File: src/sv/sweep_averager_peak_decimator_core_macros.svh
// Assertion macros for the sweep averager RTL.
`ifndef SWEEP_AVERAGER_PEAK_DECIMATOR_CORE_MACROS_SVH
`define SWEEP_AVERAGER_PEAK_DECIMATOR_CORE_MACROS_SVH

`ifndef SYNTHESIS

// Clocked property, disabled while reset is asserted.
`define SPD_ASSERT_CLK(lbl, clk, rst_n, prop, msg) \
    lbl: assert property (@(posedge clk) disable iff (!rst_n) prop) else $error(msg);

// Clocked property, checked during reset too.
`define SPD_ASSERT_ALWAYS(lbl, clk, prop, msg) \
    lbl: assert property (@(posedge clk) prop) else $error(msg);

`else

`define SPD_ASSERT_CLK(lbl, clk, rst_n, prop, msg)

`define SPD_ASSERT_ALWAYS(lbl, clk, prop, msg)

`endif

`endif

File: src/sv/spd_pkg.sv
// Package: types and constants of the sweep averager with peak-hold decimation.
`default_nettype none

package spd_pkg;

    // Store geometry; MAX_RECORD is a power of two.
    localparam int MAX_RECORD = 32768;
    localparam int ACC_WIDTH  = 24;
    localparam int ADDR_W     = (MAX_RECORD > 1) ? $clog2(MAX_RECORD) : 1;

    localparam int SAMPLE_W   = 16;
    localparam int POS_W      = 15;

    // Configuration port
    localparam int CFG_INDEX_W = 2;
    localparam int CFG_DATA_W  = 9;

    localparam logic [CFG_INDEX_W-1:0] CFG_AVG_LOG2  = 2'd0;
    localparam logic [CFG_INDEX_W-1:0] CFG_BIN_SIZE  = 2'd1;
    localparam logic [CFG_INDEX_W-1:0] CFG_BIN_COUNT = 2'd2;

    localparam logic [3:0] AVG_LOG2_RESET  = 4'd4;
    localparam logic [7:0] BIN_SIZE_RESET  = 8'd100;
    localparam logic [8:0] BIN_COUNT_RESET = 9'd200;

    localparam logic [3:0] AVG_LOG2_MAX  = 4'd8;
    localparam logic [7:0] BIN_SIZE_MAX  = 8'd128;
    localparam logic [8:0] BIN_COUNT_MAX = 9'd256;

    typedef struct packed {
        logic                req_type;
        logic [SAMPLE_W-1:0] sample_raw;
    } t_in_item;

    typedef struct packed {
        logic [7:0]       bin_index;
        logic [11:0]      bin_value;
        logic [11:0]      peak_amp;
        logic [POS_W-1:0] peak_index;
        logic             last_bin;
    } t_out_item;

    // Per-sample control from the sequencer to the accumulate stage.
    typedef struct packed {
        logic                is_clear;
        logic                first_sweep;
        logic                final_sweep;
        logic                bin_end;
        logic                sweep_end;
        logic [3:0]          k;
        logic [7:0]          bin_index;
        logic [POS_W-1:0]    bin_start;
        logic [ADDR_W-1:0]   addr;
        logic [SAMPLE_W-1:0] val;
    } t_s0_ctl;

endpackage

`default_nettype wire

File: src/sv/spd_seq.sv
// Sweep sequencer: config registers, position/bin/sweep counters, store address.
`default_nettype none

module spd_seq (
    input  wire logic                            i_clk,
    input  wire logic                            i_rst_n,
    input  wire logic                            i_cfg_valid,
    input  wire logic [spd_pkg::CFG_INDEX_W-1:0] i_cfg_index,
    input  wire logic [spd_pkg::CFG_DATA_W-1:0]  i_cfg_data,
    input  wire spd_pkg::t_in_item               i_in_data,
    input  wire logic                            i_accept,
    output spd_pkg::t_s0_ctl                     o_ctl
);

    logic [3:0] r_avg_log2;
    logic [7:0] r_bin_size;
    logic [8:0] r_bin_count;

    logic [8:0]                r_sweep, n_sweep;
    logic [6:0]                r_sib, n_sib;
    logic [7:0]                r_bin, n_bin;
    logic [spd_pkg::POS_W-1:0] r_pos, n_pos;
    logic [spd_pkg::POS_W-1:0] r_bin_start, n_bin_start;

    logic [3:0]  k_eff;
    logic [7:0]  bs_eff;
    logic [8:0]  bc_eff;
    logic [7:0]  sib_p1;
    logic [8:0]  bin_p1;
    logic [9:0]  sweep_p1;
    logic [9:0]  sweeps_needed;
    logic        bin_end;
    logic        sweep_end;
    logic        final_sweep;
    logic [spd_pkg::POS_W-1:0] pos_p1;
    logic [31:0] pos_ext;

    // Out-of-range register values are clamped.
    always_comb begin
        k_eff  = (r_avg_log2 > spd_pkg::AVG_LOG2_MAX) ? spd_pkg::AVG_LOG2_MAX : r_avg_log2;
        bs_eff = (r_bin_size == 8'd0) ? 8'd1
               : ((r_bin_size > spd_pkg::BIN_SIZE_MAX) ? spd_pkg::BIN_SIZE_MAX : r_bin_size);
        bc_eff = (r_bin_count == 9'd0) ? 9'd1
               : ((r_bin_count > spd_pkg::BIN_COUNT_MAX) ? spd_pkg::BIN_COUNT_MAX
                                                         : r_bin_count);
    end

    always_comb begin
        sib_p1        = {1'b0, r_sib} + 8'd1;
        bin_p1        = {1'b0, r_bin} + 9'd1;
        sweep_p1      = {1'b0, r_sweep} + 10'd1;
        sweeps_needed = 10'd1 << k_eff;
        bin_end       = (sib_p1 >= bs_eff);
        sweep_end     = bin_end && (bin_p1 >= bc_eff);
        final_sweep   = (sweep_p1 >= sweeps_needed);
        pos_p1        = r_pos + 15'd1;
        pos_ext       = {17'd0, r_pos};
    end

    always_comb begin
        o_ctl.is_clear    = i_in_data.req_type;
        o_ctl.first_sweep = (r_sweep == 9'd0);
        o_ctl.final_sweep = final_sweep;
        o_ctl.bin_end     = bin_end;
        o_ctl.sweep_end   = sweep_end;
        o_ctl.k           = k_eff;
        o_ctl.bin_index   = r_bin;
        o_ctl.bin_start   = r_bin_start;
        o_ctl.addr        = pos_ext[spd_pkg::ADDR_W-1:0];
        o_ctl.val         = {i_in_data.sample_raw[7:0], i_in_data.sample_raw[15:8]};
    end

    always_comb begin
        n_sweep     = r_sweep;
        n_sib       = r_sib;
        n_bin       = r_bin;
        n_pos       = r_pos;
        n_bin_start = r_bin_start;
        if (i_accept) begin
            if (i_in_data.req_type) begin
                n_sweep     = 9'd0;
                n_sib       = 7'd0;
                n_bin       = 8'd0;
                n_pos       = '0;
                n_bin_start = '0;
            end else if (sweep_end) begin
                n_sweep     = final_sweep ? 9'd0 : sweep_p1[8:0];
                n_sib       = 7'd0;
                n_bin       = 8'd0;
                n_pos       = '0;
                n_bin_start = '0;
            end else if (bin_end) begin
                n_sib       = 7'd0;
                n_bin       = bin_p1[7:0];
                n_pos       = pos_p1;
                n_bin_start = pos_p1;
            end else begin
                n_sib       = sib_p1[6:0];
                n_pos       = pos_p1;
            end
        end
    end

    always_ff @(posedge i_clk) begin
        if (!i_rst_n) begin
            r_sweep     <= 9'd0;
            r_sib       <= 7'd0;
            r_bin       <= 8'd0;
            r_pos       <= '0;
            r_bin_start <= '0;
        end else begin
            r_sweep     <= n_sweep;
            r_sib       <= n_sib;
            r_bin       <= n_bin;
            r_pos       <= n_pos;
            r_bin_start <= n_bin_start;
        end
    end

    always_ff @(posedge i_clk) begin
        if (!i_rst_n) begin
            r_avg_log2  <= spd_pkg::AVG_LOG2_RESET;
            r_bin_size  <= spd_pkg::BIN_SIZE_RESET;
            r_bin_count <= spd_pkg::BIN_COUNT_RESET;
        end else if (i_cfg_valid) begin
            case (i_cfg_index)
                spd_pkg::CFG_AVG_LOG2:  r_avg_log2  <= i_cfg_data[3:0];
                spd_pkg::CFG_BIN_SIZE:  r_bin_size  <= i_cfg_data[7:0];
                spd_pkg::CFG_BIN_COUNT: r_bin_count <= i_cfg_data[8:0];
                default: ;
            endcase
        end
    end

endmodule

`default_nettype wire

File: config.mk
export PLATFORM = sky130hd
export DESIGN_NAME = spd_seq
export DESIGN_NICKNAME = d
export VERILOG_FILES = /design/src/sv/sweep_averager_peak_decimator_core_macros.svh /design/src/sv/spd_pkg.sv /design/src/sv/spd_seq.sv
export SDC_FILE = /design/constraint.sdc
export NUM_CORES = 1
export LEC_CHECK = 0
export BUFFER_PORTS_ARGS = -buffer_cell sky130_fd_sc_hd__buf_2
export CAP_MARGIN = 20
export CORE_ASPECT_RATIO = 0.5
export CORE_MARGIN = 2
export CORE_UTILIZATION = 30
export DETAILED_ROUTE_END_ITERATION = 10
export GPL_ROUTABILITY_DRIVEN = 0
export SYNTH_ARGS = -nofsm -noshare
export SYNTH_HDL_FRONTEND = slang
export SYNTH_SLANG_ARGS = --single-unit
export TNS_END_PERCENT = 30
File: constraint.sdc
create_clock -name i_clk -period 5.2 [get_ports i_clk]
set_input_delay 0.26 -clock i_clk [delete_from_list [all_inputs] [get_ports i_clk]]
set_output_delay 0.26 -clock i_clk [all_outputs]
set_load 0.005 [all_outputs]
Word level (Yosys, flattened, before mapping)
Cells that the tools add are included.

word-level totals
  register bits after elaboration = 75
  input port bits = 32
  output and inout port bits = 63
  word-level logic and storage cells = 52

operators by class
  add/subtract/negate cells = 4
  magnitude comparators = 6
  equal/unequal tests = 2
  shift-type cells = 1
  mux-type cells = 19
  reduce and logical (&&, ||, !) cells = 12

operators by type and width
  operator                                                               number
  15-bit 2-to-1 mux                                                      5
  9-bit 2-to-1 mux                                                       5
  8-bit 2-to-1 mux                                                       5
  7-bit 2-to-1 mux                                                       3
  9-bit logical NOT                                                      2
  15-bit by 1-bit adder with 15-bit output, second input constant        1
  9-bit by 1-bit adder with 10-bit output, second input constant         1
  10-bit greater-or-equal comparator                                     1
  2-bit AND reduction                                                    5
  1-bit by 4-bit left shift with 10-bit output, first input constant     1
  8-bit by 1-bit adder with 9-bit output, second input constant          1
  9-bit greater-or-equal comparator                                      1
  9-bit greater-than comparator, second input constant                   1
  7-bit by 1-bit adder with 8-bit output, second input constant          1
  8-bit greater-or-equal comparator                                      1
  8-bit greater-than comparator, second input constant                   1
  8-bit logical NOT                                                      1
  4-bit greater-than comparator, second input constant                   1
  4-bit 2-to-1 mux                                                       1
  3-bit nonzero test                                                     1
  2-bit by 1-bit equality test with 1-bit output, second input constant  1
  2-bit equality test, second input constant                             1
  2-bit logical NOT                                                      1
  2-bit nonzero test                                                     1
  1-bit logical AND                                                      1

Logic depth before layout (Yosys ltp)
Gate-level depths: netlist (run 1).

  depth after elaboration = 7
  depth in mapped cells = 13
  mapped depth without buffers = 12

Least setup slack after synthesis (run 1)
OpenSTA, ideal clock, no wires.

  kind = flip-flop to flip-flop
  start point = register r_bin[2]
  end point = register r_bin[0]
  library setup time = 0.063 ns
  arrival = 3.167 ns
  required time = 5.137 ns
  slack = 1.970 ns
  cell stages (with the launch flop) = 13
  buffers on the path = 1
  clock period less this slack = 3.230 ns
  cells stage by stage = dfxtp_1 nand3_1 or2_2 nor2_1 xor2_1 ha_1 and3_4 a221o_1 or2_4 or4_1 buf_2 mux2_2 nor2_2

between the ends
  cells in the longest elaborated chain, start to end = 5
  elaborated cells on any way between the ends = 7
  classes of those cells = 1 x add/sub; 1 x order compare; 2 x mux; 3 x reduce/logical

ends and longest elaborated chain
  item                                                               RTL line        RTL
  from (decl)                                                        spd_seq.sv:21   logic [7:0] r_bin, n_bin;
  from (signal assigned)                                             spd_seq.sv:114  r_bin <= n_bin;
  8-bit by 1-bit adder with 9-bit output (*)                         spd_seq.sv:50   bin_p1 = {1'b0, r_bin} + 9'd1;
  9-bit greater-or-equal comparator (*)                              spd_seq.sv:54   sweep_end = bin_end && (bin_p1 >= bc_eff);
  1-bit logical AND (*)                                              spd_seq.sv:54
  3-bit nonzero test (no line) or 8-bit 2-to-1 mux (tied branches)   n/a
  2-bit AND reduction (no line) or 8-bit 2-to-1 mux (tied branches)  n/a

Mark *: on every way between the ends. The rest lies on a longest branch, timed or not.
A chain may end at the register's enable or synchronous reset.

Final worst setup path (run 1)
  start point = register r_bin[0]
  end point = register r_pos[12] (netlist bit)

between the ends
  cells in the longest elaborated chain, start to end = 5

ends and longest elaborated chain
  item                                    RTL line        RTL
  8-bit by 1-bit adder with 9-bit output  spd_seq.sv:50
  9-bit greater-or-equal comparator       spd_seq.sv:54
  1-bit logical AND                       spd_seq.sv:54
  15-bit 2-to-1 mux                       spd_seq.sv:86   end else if (sweep_end) begin
  15-bit 2-to-1 mux                       spd_seq.sv:80   if (i_in_data.req_type) begin
  to (signal assigned)                    spd_seq.sv:115  r_pos <= n_pos;
  to (decl)                               spd_seq.sv:22   logic [spd_pkg::POS_W-1:0] r_pos, n_pos;

Every way passes these cells.

==> flow_summary.ini, run 1 <==
[critical_path]
startpoint_type = flip-flop
worstPathRequired_ns = 5.47
cpPeakStageDelay_ns = 0.74
crit_type = reg -> reg
crit_chain = ha_1, nand3_1, inv_1, nand3_1, xnor2_1, ha_1, and3_4, a221o_1, or2_4, o21ai_2, o21ai_0, a21oi_1
critPathCaptureType = flip-flop
cpMaxStageDelayCell = o21ai_2
cp.arrival_ns = 3.98
critPathMaxFanout = 25

[grt]
grtUsageTotal = 0.139
grt_pass1_wl_um = 18200
grt_pass1_vias = 3667
grt_max_degree = 40
grt_overflow = 0
antenna_found_initial = 0

[flow_run]
drv_cap = 0

[hold_path]
hold_path.class = in -> reg

[place]
port_buffers = 62
place_inst = 782
dp_slack_ns = 1.47
dp_hpwl_um = 8050
placed_cell_area_mm2 = 0.00477

[power]
ir_drop_uv = 134
p_int_w = 0.00104
p_sw_frac = 0.239
powerDensity_mw_per_mm2 = 268
total_leakage_power_nw = 2.16
pwr-share-seq = 0.435
power.share.clock = 0.495
switchingPower_w = 0.000326
pwr-share-comb = 0.070

[timing]
drv_slew = 0
clock_skew_ns = 0.00803
max_freq_ghz = 0.269
finalCritPeriodShare = 0.714
rsz0062_at_grt = no
relSlewSlack = 0.356
setup_tns_ns = 0
hold_viol_final = 0
setup-violations-final = 0
worst_pin_slew_ns = 0.966
layout_setup_ws_ns = 1.48
layout_min_cycle_time_ns = 3.72

[logic_synthesis]
synth_top_area_share = 0.335
synthArstFlopShare = 0
ys_types = 47
synth_top_cells_by_count = nand2_1, dfxtp_1, nor2_1
syn_avg_cell_area_um2 = 7.82
synth_enable_flop_cells = 0
synth_top_cell_by_area = dfxtp_1
synth_area_leaders = dfxtp_1, ha_1, nand2_1
synth-seq-cells = 75
yosys_warnings = 0
syn_nets = 636
synth_most_common_cell = nand2_1
synth_cells = 572
netlist_area_mm2 = 0.00448
ys.flop_type = dfxtp_1
yosysSeqAreaShare = 0.335

[finish]
fin_util = 0.351
fin_cells = 799
finalInstanceArea_mm2 = 0.00509
area.growth.synth_to_final_pct = 13.8
drive_gt1_frac = 0.148
nets = 659

[clock_network]
cts_buffers = 9
htree_levels = 3
path_clk_slew_ns = 0.06
cts_resized = 0
clock_latency_ns = 0.34
post_cts.repair.setup_buffers = 0
postCtsHoldBufs = 0
cts.sinks = 75
root_buffer = clkbuf_16
clock_path_buffers = 2
cts_tree = built

[die]
fp-row-count = 31
start_util = 0.309
die_x_um = 177
io_pins = 95
coreArea_mm2 = 0.0145
fp.dieH_um = 90.4
fp.dieArea_mm2 = 0.0160

[drt]
routed_wl_um = 11200
vias_per_cell = 4.87
drc_errors = 0
first_pass_iters = 4
post_drt_wl_per_cell_um = 14.0
vias = 3895
first_iter_violations = 165
antenna_left = 0

[run_status]
status = complete, no violations
registers in the layout, summed over array words and instances, names as in the netlist:
register     count
r_avg_log2       4
r_bin            8
r_bin_count      9
r_bin_size       8
r_bin_start     15
r_pos           15
r_sib            7
r_sweep          9
cells in the final DEF, fill, tap and decap left out, types with 2 or more instances in the layout:
master,n
a211oi_1,2
a21o_1,3
a21oi_1,39
a221o_1,7
a22o_1,6
a2bb2oi_1,9
a31oi_1,3
and2_1,3
and3_1,4
buf_2,62
buf_4,2
bufinv_16,2
clkbuf_16,9
clkinvlp_4,2
dfxtp_1,75
ha_1,32
inv_1,7
mux2_2,2
mux2i_1,13
nand2_1,85
nand2b_1,4
nand3_1,49
nand3b_1,5
nand4_1,4
nor2_1,65
nor2b_1,8
nor3_1,17
nor4_1,5
o211ai_1,4
o21a_1,4
o21ai_0,12
or2_2,4
or4_1,2
xnor2_1,21
xor2_1,13
critical path: cells and delay by family (launching register included):
kind            cells  cell delay (ns)
compound gates      4             1.57
xor+xnor            1             0.19
fa+ha+maj           2             0.55
buf+inv             1             0.10
flops               1             0.41
simple gates        4             0.82
cell type report:
type                            instances  area [µm²]
Clock inverter                          6        88.8
Clock buffer                           10         229
Timing Repair Buffer                   64         325
Multi-Input combinational cell        437        2670
Antenna cell                            1        2.50
Fill cell                            1542        9410
Sequential cell                        75        1500
Tap cell                              198         248
Inverter                                8        30.0
power by group through the flow:
| stage | registers, W | logic [W] | clock network [W] |
|---|---|---|---|
| after global placement | 0.000605 | 0.0000947 | 0 |
| after CTS | 0.000593 | 0.0000973 | 0.000686 |
| after global routing | 0.000594 | 0.000108 | 0.000709 |
| final | 0.000593 | 0.0000962 | 0.000675 |
| after floorplan | 0.000602 | 0.0000789 | 0 |
| after detailed placement | 0.000606 | 0.0000964 | 0 |
worst paths after layout:
kind,depth (start not counted),startpoint,to,slack [ns]
worst min register to register,2,r_bin_start[1],r_bin_start[1],0.46
worst max-delay path,12,r_bin[0],r_pos[12],1.48
worst min-delay path,3,i_cfg_data[6],r_bin_size[6],0.17
worst max register to register,12,r_bin[0],r_pos[12],1.48
through the flow:
step                      total power [W]  hold slack (ns)
after floorplan                  0.000681            0.384
after global placement           0.000700            0.454
after detailed placement         0.000702            0.455
after CTS                         0.00138            0.161
after global routing              0.00141            0.176
final                             0.00136            0.171
cell families (layout without fill, tap and decap cells):
group | after synthesis | count (layout) | synth area share
other | 1 | 2 | 0.000838
XOR/XNOR | 34 | 34 | 0.0665
multiplexers | 15 | 15 | 0.0341
AND/OR/NAND/NOR | 263 | 263 | 0.271
AO/OA/AOI/OAI | 92 | 92 | 0.134
flip-flops | 75 | 75 | 0.335
buffers and inverters | 60 | 88 | 0.0679
adder cells (fa/ha/maj) | 32 | 32 | 0.0895
routing by layer:
| metal | global-route usage | wire length (µm) |
|---|---|---|
| met5 | 0 | 0 |
| met4 | 0.0379 | 77 |
| met3 | 0.0299 | 390 |
| met2 | 0.235 | 5400 |
| met1 | 0.180 | 5330 |
Power figures use the tool's default switching activity.
==> run 2: changes to the inputs <==
ABC_AREA = 1   (was not set)
clock period = 3.15 ns   (was 5.2 ns; I/O delays follow)
==> run 2 against run 1 <==
Net effect: setup slack worse by 1.1 ns; global-route usage is 0.42 points lower; critical endpoint is now r_pos[5]; sequential share of layout area is 0.77 points lower.
==> flow_summary.ini, run 2 <==
[logic_synthesis]
netlist_area_mm2 = 0.00464
synth_area_leaders = dfxtp_1, nand2_1, ha_1
yosys_warnings = 0
synth_top_cells_by_count = nand2_1, nor2_1, dfxtp_1
yosysSeqAreaShare = 0.323
synth_cells = 662
syn_avg_cell_area_um2 = 7.01
synth_top_area_share = 0.323
ys.flop_type = dfxtp_1
synth_most_common_cell = nand2_1
synthArstFlopShare = 0
synth_top_cell_by_area = dfxtp_1
ys_types = 41
synth_enable_flop_cells = 0
syn_nets = 726
synth-seq-cells = 75

[power]
ir_drop_uv = 314
powerDensity_mw_per_mm2 = 447
pwr-share-seq = 0.440
p_sw_frac = 0.268
p_int_w = 0.00171
pwr-share-comb = 0.129
finalPower_w = 0.00234
total_leakage_power_nw = 2.54
power.share.clock = 0.431
switchingPower_w = 0.000626

[timing]
setup-violations-final = 0
hold_viol_final = 0
finalCritPeriodShare = 0.888
worst_pin_slew_ns = 0.579
drv_slew = 0
setup_tns_ns = 0
clock_skew_ns = 0.00460
max_freq_ghz = 0.357
layout_min_cycle_time_ns = 2.80
relSlewSlack = 0.613
rsz0062_at_grt = no
layout_setup_ws_ns = 0.352

[drt]
first_pass_iters = 4
routed_wl_um = 11000
post_drt_wl_per_cell_um = 12.1
first_iter_violations = 229
drc_errors = 0
vias_per_cell = 4.54
vias = 4107
antenna_left = 0

[critical_path]
crit_type = reg -> reg
worstPathRequired_ns = 3.42
cp.arrival_ns = 3.06
critPathMaxFanout = 20
critPathCaptureType = flip-flop
reg2regPathDepth = 14
startpoint_type = flip-flop

[grt]
grt_pass1_vias = 3768
antenna_found_initial = 0
grt_max_degree = 50
grt_pass1_wl_um = 18200
grtUsageTotal = 0.135
grt_overflow = 0

[finish]
nets = 760
drive_gt1_frac = 0.160
layout_common_cells = nand2_1, nor2_1, dfxtp_1
area.growth.synth_to_final_pct = 12.7
n_antenna_cell = 0
reg_top3 = r_bin_start: 15 flops, r_pos: 15 flops
layout_commonest_cell = nand2_1

[clock_network]
root_buffer = clkbuf_16
cts_buffers = 9
path_clk_slew_ns = 0.06
postCtsHoldBufs = 0
cts.sinks = 75
htree_levels = 3
clock_latency_ns = 0.33
clock_path_buffers = 2
cts_tree = built
cts_resized = 0
post_cts.repair.setup_buffers = 0

[flow_run]
drv_cap = 0

[place]
dp_hpwl_um = 7960
dp_slack_ns = 0.401
port_buffers = 62

[die]
die_x_um = 180
start_util = 0.304
fp.dieArea_mm2 = 0.0165
fp.dieH_um = 92.0
fp-row-count = 32
coreArea_mm2 = 0.0153
io_pins = 95

[run_status]
status = complete, no violations

[hold_path]
worstHoldPathCells = 3
hold_path.class = in -> reg
[run 2: cell count changes in the layout (fill, tap and decap cells not counted), sizes merged, moves of 13 or more]
cell	change
mux2i	-13
nand2	+58
nor2	+27
o21ai	+33
xnor2	-18
inv	+70
[run 2: final timing paths]
kind | from | end | slack, ns
worst min-delay path | i_cfg_data[7] | r_bin_count[7] | 0.05
worst max register to register | r_bin[0] | r_pos[5] | 0.35
worst min register to register | r_bin_start[5] | r_bin_start[5] | 0.45
worst max-delay path | r_bin[0] | r_pos[5] | 0.35
[run 2: power groups by stage]
stage | combinational [W] | sequential, W | clock (W)
finish | 0.000301 | 0.00103 | 0.00101
global route | 0.000350 | 0.00103 | 0.00108
CTS | 0.000304 | 0.00103 | 0.00103
detailed placement | 0.000302 | 0.00105 | 0
global placement | 0.000296 | 0.00105 | 0
floorplan | 0.000241 | 0.00104 | 0
[run 2: layer usage]
| metal | track usage | wire length [µm] | part of all wire |
|---|---|---|---|
| met1 | 0.167 | 5040 | 0.46 |
| met2 | 0.233 | 5280 | 0.48 |
| met3 | 0.0330 | 508 | 0.046 |
| met4 | 0.0447 | 150 | 0.014 |
| met5 | 0 | 0 | 0 |
[run 2: cell type report]
cell class | instances | area, µm²
Sequential cell | 75 | 1500
Multi-Input combinational cell | 465 | 2550
Inverter | 80 | 303
Clock inverter | 4 | 52.6
Tap cell | 204 | 255
Fill cell | 1664 | 10000
Clock buffer | 11 | 233
Timing Repair Buffer | 65 | 333
[run 2: kinds of logic after synthesis]
| kind of cell | count (synthesis) | share of synthesized area |
|---|---|---|
| adders and majority gates | 32 | 0.0863 |
| AOI/OAI and AO/OA | 98 | 0.113 |
| buffers and inverters | 122 | 0.126 |
| other | 1 | 0.000808 |
| and+or+nand+nor | 309 | 0.301 |
| DFF | 75 | 0.323 |
| xor gates and xnor gates | 25 | 0.0488 |
[run 2: per-stage QoR]
stage,instances,util,area [µm²],hold WS [ns]
3_5_place_dp,889,0.324,4950,0.315
3_3_place_gp,889,0.324,4950,0.315
2_1_floorplan,662,-,4640,0.271
5_1_grt,904,0.343,5230,0.0571
6_report,904,0.343,5230,0.0545
4_1_cts,904,0.343,5230,0.0475
[run 2: worst max-delay path, cell delays in order (launching register included)]
cell and delay, ns:
dfxtp_1 0.40, ha_1 0.21, nand3_1 0.11, nor3_1 0.25, xor2_1 0.17, inv_1 0.07
ha_1 0.31, a21oi_1 0.15, o21a_1 0.13, nand2_1 0.08, nand2_4 0.17, nand2_4 0.18
inv_2 0.25, nand2_1 0.11, a21oi_1 0.14
