$ cat config.mk
export PLATFORM = sky130hd
export DESIGN_NAME = spd_acc
export DESIGN_NICKNAME = d
export VERILOG_FILES = /design/src/sv/spd_pkg.sv /design/src/sv/spd_acc.sv
export VERILOG_INCLUDE_DIRS = /design/src /design/src/sv
export SDC_FILE = /design/constraint.sdc
export NUM_CORES = 1
export LEC_CHECK = 0
export BUFFER_PORTS_ARGS = -buffer_cell sky130_fd_sc_hd__clkbuf_2
export CORE_MARGIN = 1.5
export CORE_UTILIZATION = 60
export DETAILED_ROUTE_END_ITERATION = 8
export PLACE_DENSITY = 0.84
export SETUP_SLACK_MARGIN = 0.2
export SYNTH_ARGS = -nofsm -noshare
export SYNTH_HDL_FRONTEND = slang
export SYNTH_SLANG_ARGS = --single-unit
$ cat constraint.sdc
create_clock -name i_clk -period 29 [get_ports i_clk]
set_input_delay 5.8 -clock i_clk [delete_from_list [all_inputs] [get_ports i_clk]]
set_output_delay 5.8 -clock i_clk [all_outputs]
set_load 0.005 [all_outputs]
$ cat src/sv/sweep_averager_peak_decimator_core_macros.svh
// Assertion macros for the sweep averager RTL.
`ifndef SWEEP_AVERAGER_PEAK_DECIMATOR_CORE_MACROS_SVH
`define SWEEP_AVERAGER_PEAK_DECIMATOR_CORE_MACROS_SVH

`ifndef SYNTHESIS

// Clocked property, disabled while reset is asserted.
`define SPD_ASSERT_CLK(lbl, clk, rst_n, prop, msg) \
    lbl: assert property (@(posedge clk) disable iff (!rst_n) prop) else $error(msg);

// Clocked property, checked during reset too.
`define SPD_ASSERT_ALWAYS(lbl, clk, prop, msg) \
    lbl: assert property (@(posedge clk) prop) else $error(msg);

`else

`define SPD_ASSERT_CLK(lbl, clk, rst_n, prop, msg)

`define SPD_ASSERT_ALWAYS(lbl, clk, prop, msg)

`endif

`endif

$ cat src/sv/spd_pkg.sv
// Package: types and constants of the sweep averager with peak-hold decimation.
`default_nettype none

package spd_pkg;

    // Store geometry; MAX_RECORD is a power of two.
    localparam int MAX_RECORD = 32768;
    localparam int ACC_WIDTH  = 24;
    localparam int ADDR_W     = (MAX_RECORD > 1) ? $clog2(MAX_RECORD) : 1;

    localparam int SAMPLE_W   = 16;
    localparam int POS_W      = 15;

    // Configuration port
    localparam int CFG_INDEX_W = 2;
    localparam int CFG_DATA_W  = 9;

    localparam logic [CFG_INDEX_W-1:0] CFG_AVG_LOG2  = 2'd0;
    localparam logic [CFG_INDEX_W-1:0] CFG_BIN_SIZE  = 2'd1;
    localparam logic [CFG_INDEX_W-1:0] CFG_BIN_COUNT = 2'd2;

    localparam logic [3:0] AVG_LOG2_RESET  = 4'd4;
    localparam logic [7:0] BIN_SIZE_RESET  = 8'd100;
    localparam logic [8:0] BIN_COUNT_RESET = 9'd200;

    localparam logic [3:0] AVG_LOG2_MAX  = 4'd8;
    localparam logic [7:0] BIN_SIZE_MAX  = 8'd128;
    localparam logic [8:0] BIN_COUNT_MAX = 9'd256;

    typedef struct packed {
        logic                req_type;
        logic [SAMPLE_W-1:0] sample_raw;
    } t_in_item;

    typedef struct packed {
        logic [7:0]       bin_index;
        logic [11:0]      bin_value;
        logic [11:0]      peak_amp;
        logic [POS_W-1:0] peak_index;
        logic             last_bin;
    } t_out_item;

    // Per-sample control from the sequencer to the accumulate stage.
    typedef struct packed {
        logic                is_clear;
        logic                first_sweep;
        logic                final_sweep;
        logic                bin_end;
        logic                sweep_end;
        logic [3:0]          k;
        logic [7:0]          bin_index;
        logic [POS_W-1:0]    bin_start;
        logic [ADDR_W-1:0]   addr;
        logic [SAMPLE_W-1:0] val;
    } t_s0_ctl;

endpackage

`default_nettype wire

$ cat src/sv/spd_acc.sv
// Accumulate stage: store read-modify-write, forwarding, peak hold, result register.
`default_nettype none
`include "sweep_averager_peak_decimator_core_macros.svh"

module spd_acc (
    input  wire logic                                i_clk,
    input  wire logic                                i_rst_n,
    input  wire logic                                i_accept,
    input  wire spd_pkg::t_s0_ctl                    i_ctl,
    output logic                                     o_ready,
    input  wire logic [spd_pkg::ACC_WIDTH-1:0]       i_rd_data,
    output logic                                     o_wr_en,
    output logic      [spd_pkg::ADDR_W-1:0]          o_wr_addr,
    output logic      [spd_pkg::ACC_WIDTH-1:0]       o_wr_data,
    output logic                                     o_out_valid,
    input  wire logic                                i_out_ready,
    output spd_pkg::t_out_item                       o_out_data
);

    localparam int AW = spd_pkg::ACC_WIDTH;

    logic                r_s1_valid;
    spd_pkg::t_s0_ctl    r_s1;
    logic                r_fwd;
    logic [AW-1:0]       r_fwd_data;

    logic [15:0]               r_local, n_local;
    logic [15:0]               r_global, n_global;
    logic [spd_pkg::POS_W-1:0] r_gpos, n_gpos;

    logic                r_out_valid;
    spd_pkg::t_out_item  r_out;

    logic [AW-1:0]       acc_old;
    logic [AW:0]         sum_w;
    logic [AW-1:0]       sum_sat;
    logic [AW-1:0]       sum_sh;
    logic [15:0]         avg;
    logic [15:0]         lp;
    logic [15:0]         gp;
    logic [spd_pkg::POS_W-1:0] gpos;
    logic                has_result;
    logic                s1_adv;
    logic                fwd_hit;
    spd_pkg::t_out_item  res;

    // Write from the previous item lands at the same edge as this read.
    assign acc_old = r_fwd ? r_fwd_data : i_rd_data;

    always_comb begin
        sum_w   = r_s1.first_sweep ? (AW+1)'(r_s1.val)
                                   : ({1'b0, acc_old} + (AW+1)'(r_s1.val));
        sum_sat = sum_w[AW] ? '1 : sum_w[AW-1:0];
        sum_sh  = sum_sat >> r_s1.k;
        avg     = (sum_sh > AW'(32'h0000_FFFF)) ? 16'hFFFF : sum_sh[15:0];
    end

    assign has_result = r_s1_valid && !r_s1.is_clear && r_s1.final_sweep && r_s1.bin_end;
    assign s1_adv     = !has_result || !r_out_valid || i_out_ready;
    assign o_ready    = !r_s1_valid || s1_adv;

    assign o_wr_en   = r_s1_valid && !r_s1.is_clear && s1_adv;
    assign o_wr_addr = r_s1.addr;
    assign o_wr_data = sum_sat;
    assign fwd_hit   = o_wr_en && (o_wr_addr == i_ctl.addr);

    // Peak hold
    always_comb begin
        lp   = (r_s1.final_sweep && (avg > r_local)) ? avg : r_local;
        gp   = r_global;
        gpos = r_gpos;
        if (r_s1.final_sweep && r_s1.bin_end && (lp > r_global)) begin
            gp   = lp;
            gpos = r_s1.bin_start;
        end

        res.bin_index  = r_s1.bin_index;
        res.bin_value  = lp[15:4];
        res.peak_amp   = r_s1.sweep_end ? gp[15:4] : 12'd0;
        res.peak_index = r_s1.sweep_end ? gpos : '0;
        res.last_bin   = r_s1.sweep_end;

        n_local  = r_local;
        n_global = r_global;
        n_gpos   = r_gpos;
        if (r_s1_valid && s1_adv) begin
            if (r_s1.is_clear || r_s1.sweep_end) begin
                n_local  = 16'd0;
                n_global = 16'd0;
                n_gpos   = '0;
            end else begin
                n_local  = r_s1.bin_end ? 16'd0 : lp;
                n_global = gp;
                n_gpos   = gpos;
            end
        end
    end

    always_ff @(posedge i_clk) begin
        if (!i_rst_n) begin
            r_s1_valid <= 1'b0;
            r_fwd      <= 1'b0;
            r_local    <= 16'd0;
            r_global   <= 16'd0;
            r_gpos     <= '0;
        end else begin
            r_local  <= n_local;
            r_global <= n_global;
            r_gpos   <= n_gpos;
            if (i_accept) begin
                r_s1_valid <= 1'b1;
                r_fwd      <= fwd_hit;
            end else if (s1_adv) begin
                r_s1_valid <= 1'b0;
            end
        end
    end

    always_ff @(posedge i_clk) begin
        if (i_accept) begin
            r_s1       <= i_ctl;
            r_fwd_data <= sum_sat;
        end
    end

    always_ff @(posedge i_clk) begin
        if (!i_rst_n) begin
            r_out_valid <= 1'b0;
        end else if (has_result && s1_adv) begin
            r_out_valid <= 1'b1;
        end else if (i_out_ready) begin
            r_out_valid <= 1'b0;
        end
    end

    always_ff @(posedge i_clk) begin
        if (has_result && s1_adv) begin
            r_out <= res;
        end
    end

    assign o_out_valid = r_out_valid;
    assign o_out_data  = r_out;

    `SPD_ASSERT_CLK(a_fwd_set, i_clk, i_rst_n, (i_accept && fwd_hit) |=> r_fwd, "same-entry write not forwarded")

    `SPD_ASSERT_CLK(a_stall_hold, i_clk, i_rst_n, (has_result && r_out_valid && !i_out_ready) |=> (r_s1_valid && $stable(r_s1.addr)), "stalled sample lost")

    `SPD_ASSERT_CLK(a_ready_low, i_clk, i_rst_n, !o_ready |-> (r_s1_valid && r_out_valid && !i_out_ready), "input blocked without output stall")

    `SPD_ASSERT_CLK(a_peak_only_last, i_clk, i_rst_n, (r_out_valid && !r_out.last_bin) |-> (r_out.peak_amp == 12'd0 && r_out.peak_index == '0), "peak fields set on non-final bin")

endmodule

`default_nettype wire
Word level (Yosys, flattened, before mapping) --
Index checks and enable logic that the tools add are counted.
Word-level totals: flip-flop bits (word level) 185, bits of input ports 91, output and inout bits 90, logic and storage cells 66
Operators by class: add/sub/neg operators 1, $lt $le $gt $ge 3, eq/ne operators 1, shifts and indexed selects 1, mux-type cells 15, reduce and logical (&&, ||, !) cells 22
Operators by type and width (number):
- 16-bit 2-to-1 mux | 6
- 24-bit 2-to-1 mux | 2
- 16-bit greater-than comparator | 2
- 15-bit 2-to-1 mux | 2
- 24-bit by 16-bit adder with 25-bit output | 1
- 25-bit 2-to-1 mux | 1
- 24-bit by 16-bit greater-than comparator with 1-bit output, second input constant | 1
- 24-bit by 4-bit right shift with 24-bit output | 1
- 15-bit == test | 1
- 1-bit logical AND | 10
- 2-bit nonzero test | 3
- 1-bit zero test | 4
- 1-bit logical OR | 4
- 1-bit 2-to-1 mux | 4
- 2-bit AND reduction | 1

Logic depth before layout (Yosys ltp) --
Gate-level depths: netlist (run 1).
depth after elaboration 14, gate-level depth with buffers 47, gate-level depth less buffers 38

Worst setup path before layout (run 1) --
No wires, ideal clock.
path kind in2out, start input i_rd_data[0] (netlist name), end output o_wr_data[16] (netlist name), arrival 8.528 ns, required time 23.200 ns, setup slack 14.672 ns, stages 11, buffers on the path 2, cells stage by stage mux2_2 ha_1 fa_1 a211oi_2 nor4b_4 a211oi_4 nor2_1 o2111ai_4 clkbuf_1 buf_1 o21ai_0
Between the ends: longest elaborated chain between the ends 4
RTL lines:
- from (decl) | RTL line spd_acc.sv:11 | input wire logic [spd_pkg::ACC_WIDTH-1:0] i_rd_data,
- 24-bit 2-to-1 mux | RTL line spd_acc.sv:48 | assign acc_old = r_fwd ? r_fwd_data : i_rd_data;
- 24-bit by 16-bit adder with 25-bit output | RTL line spd_acc.sv:52 | : ({1'b0, acc_old} + (AW+1)'(r_s1.val));
- 25-bit 2-to-1 mux | RTL line spd_acc.sv:51 | sum_w = r_s1.first_sweep ? (AW+1)'(r_s1.val)
- 24-bit 2-to-1 mux | RTL line spd_acc.sv:53 | sum_sat = sum_w[AW] ? '1 : sum_w[AW-1:0];
- to (decl) | RTL line spd_acc.sv:14 | output logic [spd_pkg::ACC_WIDTH-1:0] o_wr_data,
No other way between the ends.

Final worst setup path (run 1) --
start input i_rd_data[0] (netlist name), end register r_global[14]
Between the ends: longest elaborated chain between the ends 14
RTL lines:
- 24-bit 2-to-1 mux (*) | RTL line spd_acc.sv:48
- 24-bit by 16-bit adder with 25-bit output (*) | RTL line spd_acc.sv:52
- 25-bit 2-to-1 mux (*) | RTL line spd_acc.sv:51
- 24-bit 2-to-1 mux (*) | RTL line spd_acc.sv:53
- 24-bit by 4-bit right shift with 24-bit output (*) | RTL line spd_acc.sv:54 | sum_sh = sum_sat >> r_s1.k;
- 24-bit by 16-bit greater-than comparator with 1-bit output | RTL line spd_acc.sv:55 | avg = (sum_sh > AW'(32'h0000_FFFF)) ? 16'hFFFF : sum_sh[15:0];
- 16-bit 2-to-1 mux (*) | RTL line spd_acc.sv:55
- 16-bit greater-than comparator | RTL line spd_acc.sv:69 | lp = (r_s1.final_sweep && (avg > r_local)) ? avg : r_local;
- 1-bit logical AND | RTL line spd_acc.sv:69
- 16-bit 2-to-1 mux (*) | RTL line spd_acc.sv:69
- net lp[10] | RTL line spd_acc.sv:39 | logic [15:0] lp;
- 16-bit greater-than comparator (*) | RTL line spd_acc.sv:72 | if (r_s1.final_sweep && r_s1.bin_end && (lp > r_global)) begin
- 1-bit logical AND (*) | RTL line spd_acc.sv:72
- 16-bit 2-to-1 mux (*) | RTL line spd_acc.sv:72
- 16-bit 2-to-1 mux (*) | RTL line spd_acc.sv:87 | if (r_s1.is_clear || r_s1.sweep_end) begin
- to (signal assigned) | RTL line spd_acc.sv:108 | r_global <= n_global;
- to (decl) | RTL line spd_acc.sv:28 | logic [15:0] r_global, n_global;
Mark *: on every way through the listed nets, which the timed path passes. The rest lies on a longest branch. The select of a mux whose other input is x is not followed. A chain may end at the register's enable or synchronous reset.

==> results of run 1 <==
## metrics by stage
stage | hold WS (ps) | cell area (um2) | power [mW] | worst slack, ps | cells
after CTS | 420.5 | 12960 | 0.7285 | 13140 | 1487
final | 426.2 | 12960 | 0.7309 | 12890 | 1487
after global placement | 400.6 | 12360 | 0.4902 | 13140 | 1455
after floorplan | 400.3 | 11430 | 0.4413 | 14670 | 1106
after detailed placement | 405.7 | 12360 | 0.4945 | 12830 | 1455
after global routing | 422.8 | 12960 | 0.7601 | 12360 | 1487
## sequential cells by signal (all words and copies together) (netlist names)
| signal | flops |
|---|---|
| r_fwd | 1 |
| o_out_valid | 1 |
| r_fwd_data | 24 |
| r_global | 16 |
| r_gpos | 15 |
| o_wr_addr | 15 |
| r_s1_valid | 1 |
| o_out_data | 48 |
| r_local | 16 |
| r_s1 | 48 |
## logic make-up (layout without fill, tap and decap cells)
family                     after synthesis  count (layout)  synth area share
AOI/OAI and AO/OA                      328             328            0.2160
buffers and inverters                  134             281           0.05211
muxes                                   76              76           0.07729
DFF                                    185             185            0.4423
xor gates and xnor gates                26              26           0.01993
adders and majority gates               49              49           0.05430
and+or+nand+nor                        308             308            0.1381
## where the power goes
part           internal (mW)  switching [mW]  leakage (nW)
registers              0.299         0.00909          1.73
clock network          0.117           0.119         0.288
logic                 0.0725           0.113          3.02
total                  0.489           0.242          5.04
## layer usage
metal | part of all wire | track usage | vias up | routed length (um)
met5 | 0 | 0 | - | 0
met4 | 0.024 | 0.1031 | 0 | 717
met3 | 0.087 | 0.06454 | 72 | 2549
met2 | 0.47 | 0.4796 | 514 | 13680
met1 | 0.42 | 0.3966 | 4594 | 12320
li1 | - | - | 4456 | -
## worst min path at each step
| stage | slack [ps] | from | to | cells after the start |
|---|---|---|---|---|
| global placement | 400 | r_s1[46]$_DFFE_PP_ | o_out_data[40]$_DFFE_PP_ | 0 |
| finish | 430 | r_s1[51]$_DFFE_PP_ | o_out_data[45]$_DFFE_PP_ | 0 |
| CTS | 420 | r_s1[51]$_DFFE_PP_ | o_out_data[45]$_DFFE_PP_ | 0 |
| floorplan | 400 | r_s1[46]$_DFFE_PP_ | o_out_data[40]$_DFFE_PP_ | 0 |
| global route | 420 | r_s1[51]$_DFFE_PP_ | o_out_data[45]$_DFFE_PP_ | 0 |
| detailed placement | 410 | r_s1[53]$_DFFE_PP_ | o_out_data[47]$_DFFE_PP_ | 0 |
## cell type report
cell class	count	area [um2]	area share
repair buffers	190	978.4	0.07547
inverters	59	221.5	0.01708
well taps	234	292.8	0.02258
flip-flops and latches	185	5055	0.3899
multi-input cells	787	5814	0.4485
clock buffers	18	429.2	0.03310
clock inverters	14	173.9	0.01341
## synth_stat cells (18+ instances only)
| library cell | instances | share of area |
|---|---|---|
| dfxtp_1 | 50 | 0.088 |
| edfxtp_1 | 135 | 0.35 |
| o21ai_1 | 19 | 0.0083 |
| inv_1 | 55 | 0.018 |
| a21oi_1 | 47 | 0.021 |
| nor3_1 | 18 | 0.0079 |
| nand3_1 | 33 | 0.014 |
| nand2_1 | 90 | 0.030 |
| a21o_1 | 19 | 0.012 |
| o21ai_0 | 51 | 0.022 |
| xnor2_1 | 25 | 0.019 |
| mux2i_1 | 42 | 0.037 |
| mux2_2 | 24 | 0.024 |
| a22oi_1 | 29 | 0.019 |
| nor2_1 | 62 | 0.020 |
| ha_1 | 48 | 0.053 |
| nand4_1 | 23 | 0.013 |
| clkbuf_1 | 38 | 0.012 |
| nor2b_1 | 23 | 0.013 |
==> results.txt, run 1 <==
----------------------------------------------------
[Outcome]
  Status ... completed

[Final layout]
  Most frequent standard cell in the layout excluding fill and tap cells ... clkbuf_2
  Filler cell count ... 1,397
  Antenna cells ... 0
  Fraction of final layout cells with drive strength greater than 1 ... 0.2450
  Most frequent cells in the layout ... clkbuf_2 (179), edfxtp_1 (135), nand2_1 (90)
  Final core utilization ... 0.6931
  P&R area growth vs syn ... 13.44%
  Net count reported at finish ... 1,380

[Timing]
  Final worst clock skew ... 14.32 ps
  Share of the clock period used by the worst path ... 0.5556
  Aggregate negative setup slack ... 0 ps
  Timing-limited maximum frequency ... 62.06 MHz
  Final Critical Period ... 16,110 ps
  Transition time of the tightest slew-check pin ... 1124 ps
  Worst relative slew slack ... 0.2471
  Setup-violating endpoint count in the final report ... 0
  RSZ-0062 raised after global routing ... false
  Hold Fails Final Rpt ... 0
  Final-report max-slew violation count ... 0

[Critical path]
  Minimum setup slack among reg-to-reg paths ... 17,470 ps
  Category of the worst setup path launch point ... input pin
  Critical Setup Path Class ... in2reg
  Critical Path Slowest Stage Cell ... nor3b_2
  Worst flop-to-flop path startpoint ... r_fwd$_SDFFE_PN0P_
  Worst path buffer plus inverter count ... 4
  Data arrival time of the critical path ... 16,510 ps
  Setup crit end ... r_global[14]$_SDFFE_PN0P_
  Worst setup path startpoint ... i_rd_data[0]
  Worst R2R Path Depth ... 39
  Largest incremental delay on the critical path ... 990 ps
  Reg-to-Reg End ... r_global[14]$_SDFFE_PN0P_
  Total stage count of the critical path ... 39
  Worst path top cell family by delay ... compound AO/OA/AOI/OAI gates
  Data required time of the worst path ... 29,390 ps
  Maximum fanout along the worst path ... 43
  Crit path capture type ... flop

[Clocking]
  TritonCTS clock tree ... built
  Clk_lat worst skew ... 450 ps
  Clk pin slew, worst setup/hold paths ... 80 ps
  Number of buffers inserted by post-CTS setup repair ... 0
  Clk buf depth ... 2
  Clk Tree Root Cell ... clkbuf_16
  Number of clock sinks ... 185
  H-tree levels ... 4
  Total of hold buffers inserted after clock tree synthesis ... 0
  Post-CTS sizing ... 0
  TritonCTS Buffers ... 17

[Global routing]
  Number of antenna violations at the first check in global routing ... 0
  Overall overflow remaining after global route ... 0
  Global Route Usage Sum ... 0.2966
  Pin count of the biggest net entering global routing ... 71
  Global-route wire length before repair ... 46,790 um
  Number of global-route vias before repair ... 9,233

[Routing]
  Total detailed-routing wirelength ... 29,280 um
  DR WL/cell ... 19.69 um
  Via count ... 9,636
  Final antenna-violating net count ... 0
  DRC ... 0
  Via density ... 6.480
  Number of search-and-repair iterations in the first detailed-routing pass ... 7
  1st-iter DRT viols ... 843

[Floorplanning]
  Initial cell density of the core ... 0.6110
  Placement Rows ... 50
  Number of primary I/O pins ... 181
  Horizontal extent of the die ... 141.0 um
  Die height ... 141.0 um
  Core outline area ... 18,710 um2
  Die Footprint ... 19,880 um2

[Place]
  RD Place Congestion ... 0.9421
  Port Buffer Count ... 180
  DP HPWL ... 20,970 um

[Power]
  Pwr/cell area ... 56.37 nW/um2
  Peak supply drop ... 0.04808 mV
  Static Leak ... 5.036 nW

[Synthesis]
  Average size of a mapped cell ... 10.33 um2
  Number of instances in the synthesized netlist ... 1,106
  Post-Synthesis Net Count ... 1,246
  Total of flip-flops plus latches after synthesis ... 185
  Synth Warn # ... 0
  Number of synthesized flops with an enable pin ... 135
  Unique masters post-synth ... 106
  Async set-or-reset flop fraction in the synthesized netlist ... 0
  Top flip-flop cell by instance count after synthesis ... edfxtp_1
  Cell Area, Synth ... 11,430 um2
  Sequential cell area fraction in the yosys report ... 0.4423

[Worst hold path]
  Worst hold path class ... reg2reg

[Flow run]
  Max cap viols ... 0

----------------------------------------------------
Power figures use the tool's default switching activity.
==> run 2, diff against run 1 <==
Settings changed: ABC_AREA set to 1, CORE_UTILIZATION 60 to 58, PLACE_DENSITY 0.84 to 0.82.
Clock period 29 ns to 16.7 ns, I/O delays scaled along.
==> results.txt, run 2 <==
----------------------------------------------------
[Global routing]
  Number of global-route vias before repair ... 9,187 (-0.50%)
  Pin count of the biggest net entering global routing ... 71 (unchanged)
  Global-route wire length before repair ... 43,700 um (-6.6%)
  Overall overflow remaining after global route ... 0 (unchanged)
  Number of antenna violations at the first check in global routing ... 0 (unchanged)
  Global Route Usage Sum ... 0.2744 (-0.02218)

[Synthesis]
  Most frequent cell after synthesis ... nand2_1
  Async set-or-reset flop fraction in the synthesized netlist ... 0 (unchanged)
  Cell Area, Synth ... 11,140 um2 (-2.5%)
  Post-synth top area cell ... edfxtp_1
  Ranking of synthesized cells by instance count ... nand2_1 (414), nand3_1 (139), inv_1 (138)
  Number of instances in the synthesized netlist ... 1,370 (+24%)
  Average size of a mapped cell ... 8.130 um2 (-21%)
  Total of flip-flops plus latches after synthesis ... 185 (unchanged)
  Sequential cell area fraction in the yosys report ... 0.4538 (+0.01153)
  Number of synthesized flops with an enable pin ... 135 (unchanged)
  Area share of the largest cell type after synthesis ... 0.3640 (+0.009245)
  Post-Synthesis Net Count ... 1,510 (+21%)
  Cell types with the largest area share after synthesis ... edfxtp_1 (36%), nand2_1 (14%), dfxtp_1 (9.0%)
  Synth Warn # ... 0 (unchanged)
  Top flip-flop cell by instance count after synthesis ... edfxtp_1
  Unique masters post-synth ... 52 (-51%)

[Worst hold path]
  Worst hold path class ... reg2reg
  Number of cells traversed by the worst hold path ... 0 (unchanged)
  Source of the worst hold timing path ... r_s1[46]$_DFFE_PP_

[Place]
  DP HPWL ... 19,300 um (-8.0%)
  Port Buffer Count ... 180 (unchanged)
  RD Place Congestion ... 0.9489 (+0.72%)
  Minimum setup slack after placement ... 4632 ps (-8194 ps)

[Timing]
  Setup-violating endpoint count in the final report ... 0 (unchanged)
  Worst relative slew slack ... 0.2328 (-0.01433)
  Final Critical Period ... 11,760 ps
  Worst Setup Slack, final ... 4937 ps (-7951 ps)
  Final-report max-slew violation count ... 0 (unchanged)
  Aggregate negative setup slack ... 0 ps (unchanged)
  RSZ-0062 raised after global routing ... false
  Transition time of the tightest slew-check pin ... 1147 ps (+22.19 ps)
  Share of the clock period used by the worst path ... 0.7044
  Final worst clock skew ... 11.21 ps (-3.110 ps)
  Hold Fails Final Rpt ... 0 (unchanged)
  Timing-limited maximum frequency ... 85.01 MHz

[Floorplanning]
  Placement Rows ... 50 (unchanged)
  Core outline area ... 18,770 um2 (+0.33%)
  Number of primary I/O pins ... 181 (unchanged)
  Die height ... 141.6 um (+0.40%)
  Die Footprint ... 20,040 um2 (+0.80%)
  Initial cell density of the core ... 0.5935 (-0.01750)
  Horizontal extent of the die ... 141.6 um (+0.40%)

[Final layout]
  Fraction of final layout cells with drive strength greater than 1 ... 0.1991 (-0.04593)
  P&R area growth vs syn ... 13.85%
  Most frequent standard cell in the layout excluding fill and tap cells ... nand2_1
  Antenna cells ... 0 (unchanged)
  Net count reported at finish ... 1,649 (+19%)
  Most frequent cells in the layout ... nand2_1 (414), clkbuf_2 (179), nand3_1 (139)

[Clocking]
  Post-CTS sizing ... 0 (unchanged)
  Clk_lat worst skew ... 450 ps (about the same)
  TritonCTS Buffers ... 17 (unchanged)
  Number of buffers inserted by post-CTS setup repair ... 0 (unchanged)
  Total of hold buffers inserted after clock tree synthesis ... 0 (unchanged)
  Clk buf depth ... 2 (unchanged)
  Number of clock sinks ... 185 (unchanged)
  TritonCTS clock tree ... built
  Clk pin slew, worst setup/hold paths ... 80 ps (about the same)
  Clk Tree Root Cell ... clkbuf_16
  H-tree levels ... 4 (unchanged)

[Outcome]
  Status ... completed

[Routing]
  Final antenna-violating net count ... 0 (unchanged)
  DR WL/cell ... 15.31 um (-22%)
  Via density ... 5.583 (-14%)
  1st-iter DRT viols ... 886 (+5.1%)
  Number of search-and-repair iterations in the first detailed-routing pass ... 6 (-1)
  DRC ... 0 (unchanged)
  Via count ... 9,803 (+1.7%)
  Total detailed-routing wirelength ... 26,880 um (-8.2%)

[Critical path]
  Critical Setup Path Class ... in2reg
  Category of the worst setup path launch point ... input pin
  Data arrival time of the critical path ... 12,130 ps (-4380 ps)
  Crit path capture type ... flop
  Data required time of the worst path ... 17,070 ps (-12,320 ps)
  Largest incremental delay on the critical path ... 740 ps (-250 ps)
  Total stage count of the critical path ... 44 (+13%)
  Worst path buffer plus inverter count ... 4 (unchanged)
  Worst flop-to-flop path startpoint ... r_fwd$_SDFFE_PN0P_
  Critical Path Most Common Cell ... nand2_1
  Maximum fanout along the worst path ... 44 (+2.3%)
  Worst path top cell family by delay ... simple AND/OR/NAND/NOR gates
  Critical Path Slowest Stage Cell ... inv_1
  Worst setup path startpoint ... i_rd_data[0]
  Worst R2R Path Depth ... 44 (+13%)

[Power]
  Overall Power ... 1.281 mW (+75%)
  Static Leak ... 5.677 nW (+13%)
  Pwr/cell area ... 101.0 nW/um2 (+79%)
  Peak supply drop ... 0.07870 mV (+64%)

[Flow run]
  Max cap viols ... 0 (unchanged)

----------------------------------------------------
run 2: routing by layer:
metal	routed length, um	part of all wire	vias up	GRT usage
li1	-	-	4834	-
met1	11850	0.44	4478	0.3692
met2	12240	0.46	425	0.4339
met3	2019	0.075	66	0.05535
met4	769	0.029	0	0.1167
met5	0	0	-	0
run 2: through the flow:
| stage | hold WS [ps] | cell area [um2] | utilization | cells |
|---|---|---|---|---|
| 6_report | 422.9 | 12680 | 0.6757 | 1756 |
| 5_1_grt | 429.6 | 12680 | 0.6757 | 1756 |
| 3_5_place_dp | 406.6 | 12000 | 0.6395 | 1724 |
| 3_3_place_gp | 400.9 | 12000 | 0.6395 | 1724 |
| 2_1_floorplan | 400.3 | 11140 | - | 1370 |
| 4_1_cts | 425.2 | 12680 | 0.6757 | 1756 |
run 2: cell type report:
type / instances / area (um2)
clock buffers: 17 / 425.4
clock inverters: 15 / 252.7
inverters: 143 / 536.8
fillers: 1544 / 6087
repair buffers: 190 / 978.4
flip-flops and latches: 185 / 5055
well taps: 234 / 292.8
multi-input cells: 972 / 5140
run 2: worst reg2reg max path: cells and delay by family, from the launching register on:
family          cells  cell delay [ps]
buf+inv             4             1830
simple gates       23             3950
compound gates     13             1990
fa+ha+maj           4             1250
flops               1              320
run 2: final timing paths:
check / to / slack [ps]
hold / removal: o_out_data[40]$_DFFE_PP_ / 420
setup / recovery: r_global[2]$_SDFFE_PN0P_ / 4940
hold reg to reg: o_out_data[40]$_DFFE_PP_ / 420
setup reg to reg: r_global[2]$_SDFFE_PN0P_ / 7280
run 2: logic make-up (layout without fill, tap and decap cells):
group | Yosys count | count (layout) | share of synthesized area
AO/OA/AOI/OAI | 160 | 160 | 0.08043
adder cells (fa/ha/maj) | 49 | 49 | 0.05572
flip-flops | 185 | 185 | 0.4538
multiplexers | 2 | 2 | 0.001797
buffers and inverters | 213 | 365 | 0.08537
XOR/XNOR | 18 | 18 | 0.01415
AND/OR/NAND/NOR | 743 | 743 | 0.3087
run 2: power breakdown:
group | total [mW] | switching (mW) | internal, mW
Clock | 0.454 | 0.206 | 0.248
Sequential | 0.532 | 0.0107 | 0.521
Combinational | 0.295 | 0.194 | 0.101
Total | 1.28 | 0.410 | 0.870
==> run 3, diff against run 2 <==
Settings changed: ABC_AREA 1 to 0, PLACE_DENSITY 0.82 to 0.81.
Clock period 16.7 ns to 12 ns, I/O delays scaled along.
==> results.txt, run 3 (same netlist as run 1, synthesis figures left out) <==
----------------------------------------------------
[Outcome]
  Status ... completed

[Global routing]
  Global-route wire length before repair ... 46,930 um (+7.4%)
  Pin count of the biggest net entering global routing ... 48 (-32%)
  Overall overflow remaining after global route ... 0 (unchanged)
  Global Route Usage Sum ... 0.2938 (+0.01931)
  Number of antenna violations at the first check in global routing ... 0 (unchanged)
  Number of global-route vias before repair ... 9,058 (-1.4%)

[Clocking]
  Clk Tree Root Cell ... clkbuf_16
  Total of hold buffers inserted after clock tree synthesis ... 0 (unchanged)
  TritonCTS clock tree ... built
  TritonCTS Buffers ... 17 (unchanged)
  Post-CTS sizing ... 0 (unchanged)
  Number of clock sinks ... 185 (unchanged)
  H-tree levels ... 4 (unchanged)
  Clk pin slew, worst setup/hold paths ... 80 ps (about the same)
  Clk buf depth ... 2 (unchanged)
  Clk_lat worst skew ... 450 ps (about the same)
  Number of buffers inserted by post-CTS setup repair ... 0 (unchanged)

[Final layout]
  Net count reported at finish ... 1,389 (-16%)
  P&R area growth vs syn ... 14.83%
  Most frequent standard cell in the layout excluding fill and tap cells ... clkbuf_2
  Antenna cells ... 0 (unchanged)
  Area used by multi-input combinational logic ... 5821 um2 (+13%)
  Most frequent cells in the layout ... clkbuf_2 (179), edfxtp_1 (135), nand2_1 (90)
  Area taken by flip-flops and latches ... 5055 um2 (unchanged)
  Filler cell count ... 1,504 (-2.6%)
  Fraction of final layout cells with drive strength greater than 1 ... 0.2512 (+0.05211)

[Critical path]
  Data required time of the worst path ... 12,360 ps (-4710 ps)
  Critical Setup Path Class ... in2reg
  Maximum fanout along the worst path ... 19 (-57%)
  Category of the worst setup path launch point ... input pin
  Largest incremental delay on the critical path ... 670 ps (-70 ps)
  Critical Path Most Common Cell ... o21a_1
  Data arrival time of the critical path ... 11,320 ps (-810 ps)
  Crit path capture type ... flop
  Critical Path Slowest Stage Cell ... nor3b_4
  Minimum setup slack among reg-to-reg paths ... 2170 ps (-5110 ps)

[Floorplanning]
  Placement Rows ... 51 (+2.0%)
  Initial cell density of the core ... 0.5891 (-0.004328)
  Die Footprint ... 20,560 um2 (+2.6%)
  Horizontal extent of the die ... 143.4 um (+1.3%)
  Number of primary I/O pins ... 181 (unchanged)
  Core outline area ... 19,400 um2 (+3.4%)
  Die height ... 143.4 um (+1.3%)

[Worst hold path]
  Worst hold path class ... reg2reg

[Routing]
  Via density ... 6.337 (+14%)
  Final antenna-violating net count ... 0 (unchanged)
  Number of search-and-repair iterations in the first detailed-routing pass ... 6 (unchanged)
  1st-iter DRT viols ... 1,003 (+13%)
  Via count ... 9,676 (-1.3%)
  Total detailed-routing wirelength ... 29,490 um (+9.7%)
  DRC ... 0 (unchanged)
  DR WL/cell ... 19.31 um (+26%)

[Timing]
  Share of the clock period used by the worst path ... 0.9135
  Aggregate negative setup slack ... 0 ps (unchanged)
  Final worst clock skew ... 16.77 ps (+5.554 ps)
  Timing-limited maximum frequency ... 91.23 MHz
  RSZ-0062 raised after global routing ... false
  Final Critical Period ... 10,960 ps
  Hold Fails Final Rpt ... 0 (unchanged)
  Transition time of the tightest slew-check pin ... 1042 ps (-104.7 ps)
  Final-report max-slew violation count ... 0 (unchanged)
  Setup-violating endpoint count in the final report ... 0 (unchanged)
  Worst relative slew slack ... 0.3028 (+0.07003)
  Final Hold Slack ... 426.1 ps (+3.134 ps)

[Place]
  RD Place Congestion ... 0.9600 (+1.2%)
  DP HPWL ... 21,270 um (+10%)
  Port Buffer Count ... 180 (unchanged)

[Power]
  Pwr/cell area ... 137.8 nW/um2 (+36%)
  Static Leak ... 5.113 nW (-9.9%)
  Peak supply drop ... 0.1179 mV (+50%)

[Flow run]
  Max cap viols ... 0 (unchanged)

----------------------------------------------------
==> run 3: cell types whose count changed in the layout (fill, tap and decap cells not counted), moves of 23 or more <==
cell     change
nand2_1    -324
inv_1       -83
nand3_1    -106
nor2_1      -30
a22oi_1     +29
mux2i_1     +40
mux2_2      +24
nand2_2     -23
==> run 3: area by class of cell <==
class,instances,area share
sequential,185,0.3852
inverter,59,0.01687
timing repair buffer,199,0.07970
clock inverter,14,0.01516
clock buffer,18,0.03432
tap,265,0.02526
multi-input combinational,787,0.4435
==> run 3: metal layers <==
layer	track usage	share of wire	vias up
li1	-	-	4483
met1	0.4030	0.43	4589
met2	0.4608	0.46	522
met3	0.05432	0.085	82
met4	0.1182	0.031	0
met5	0	0	-
==> run 3: path summary, 6_finish.rpt <==
path / start / endpoint / cells after the start
setup / recovery: i_rd_data[0] / r_global[15]$_SDFFE_PN0P_ / 39
hold / removal: r_s1[51]$_DFFE_PP_ / o_out_data[45]$_DFFE_PP_ / 0
setup reg to reg: r_fwd$_SDFFE_PN0P_ / r_global[15]$_SDFFE_PN0P_ / 39
hold reg to reg: r_s1[51]$_DFFE_PP_ / o_out_data[45]$_DFFE_PP_ / 0
==> run 3: where the power goes <==
group	switching, mW	leakage (nW)	total (mW)	internal (mW)
Sequential	0.0202	1.73	0.744	0.724
Combinational	0.275	3.07	0.454	0.179
Clock	0.306	0.315	0.610	0.304
==> run 3: critical path: cells and delay by family <==
family	cells	cell delay, ps
AO/OA/AOI/OAI	23	4670
adder cells (fa/ha/maj)	4	1320
buffers and inverters	4	690
multiplexers	1	260
AND/OR/NAND/NOR	7	1960
==> run 3: metrics by stage <==
step	utilization	std cells	worst slack [ps]	cell area [um2]	power, mW
after global placement	0.6427	1495	834.4	12470	1.191
after detailed placement	0.6427	1495	575.5	12470	1.200
after CTS	0.6762	1527	939.8	13120	1.805
final	0.6765	1527	1038	13120	1.808
after global routing	0.6765	1527	458.7	13120	1.883
after floorplan	-	1106	1439	11430	1.067
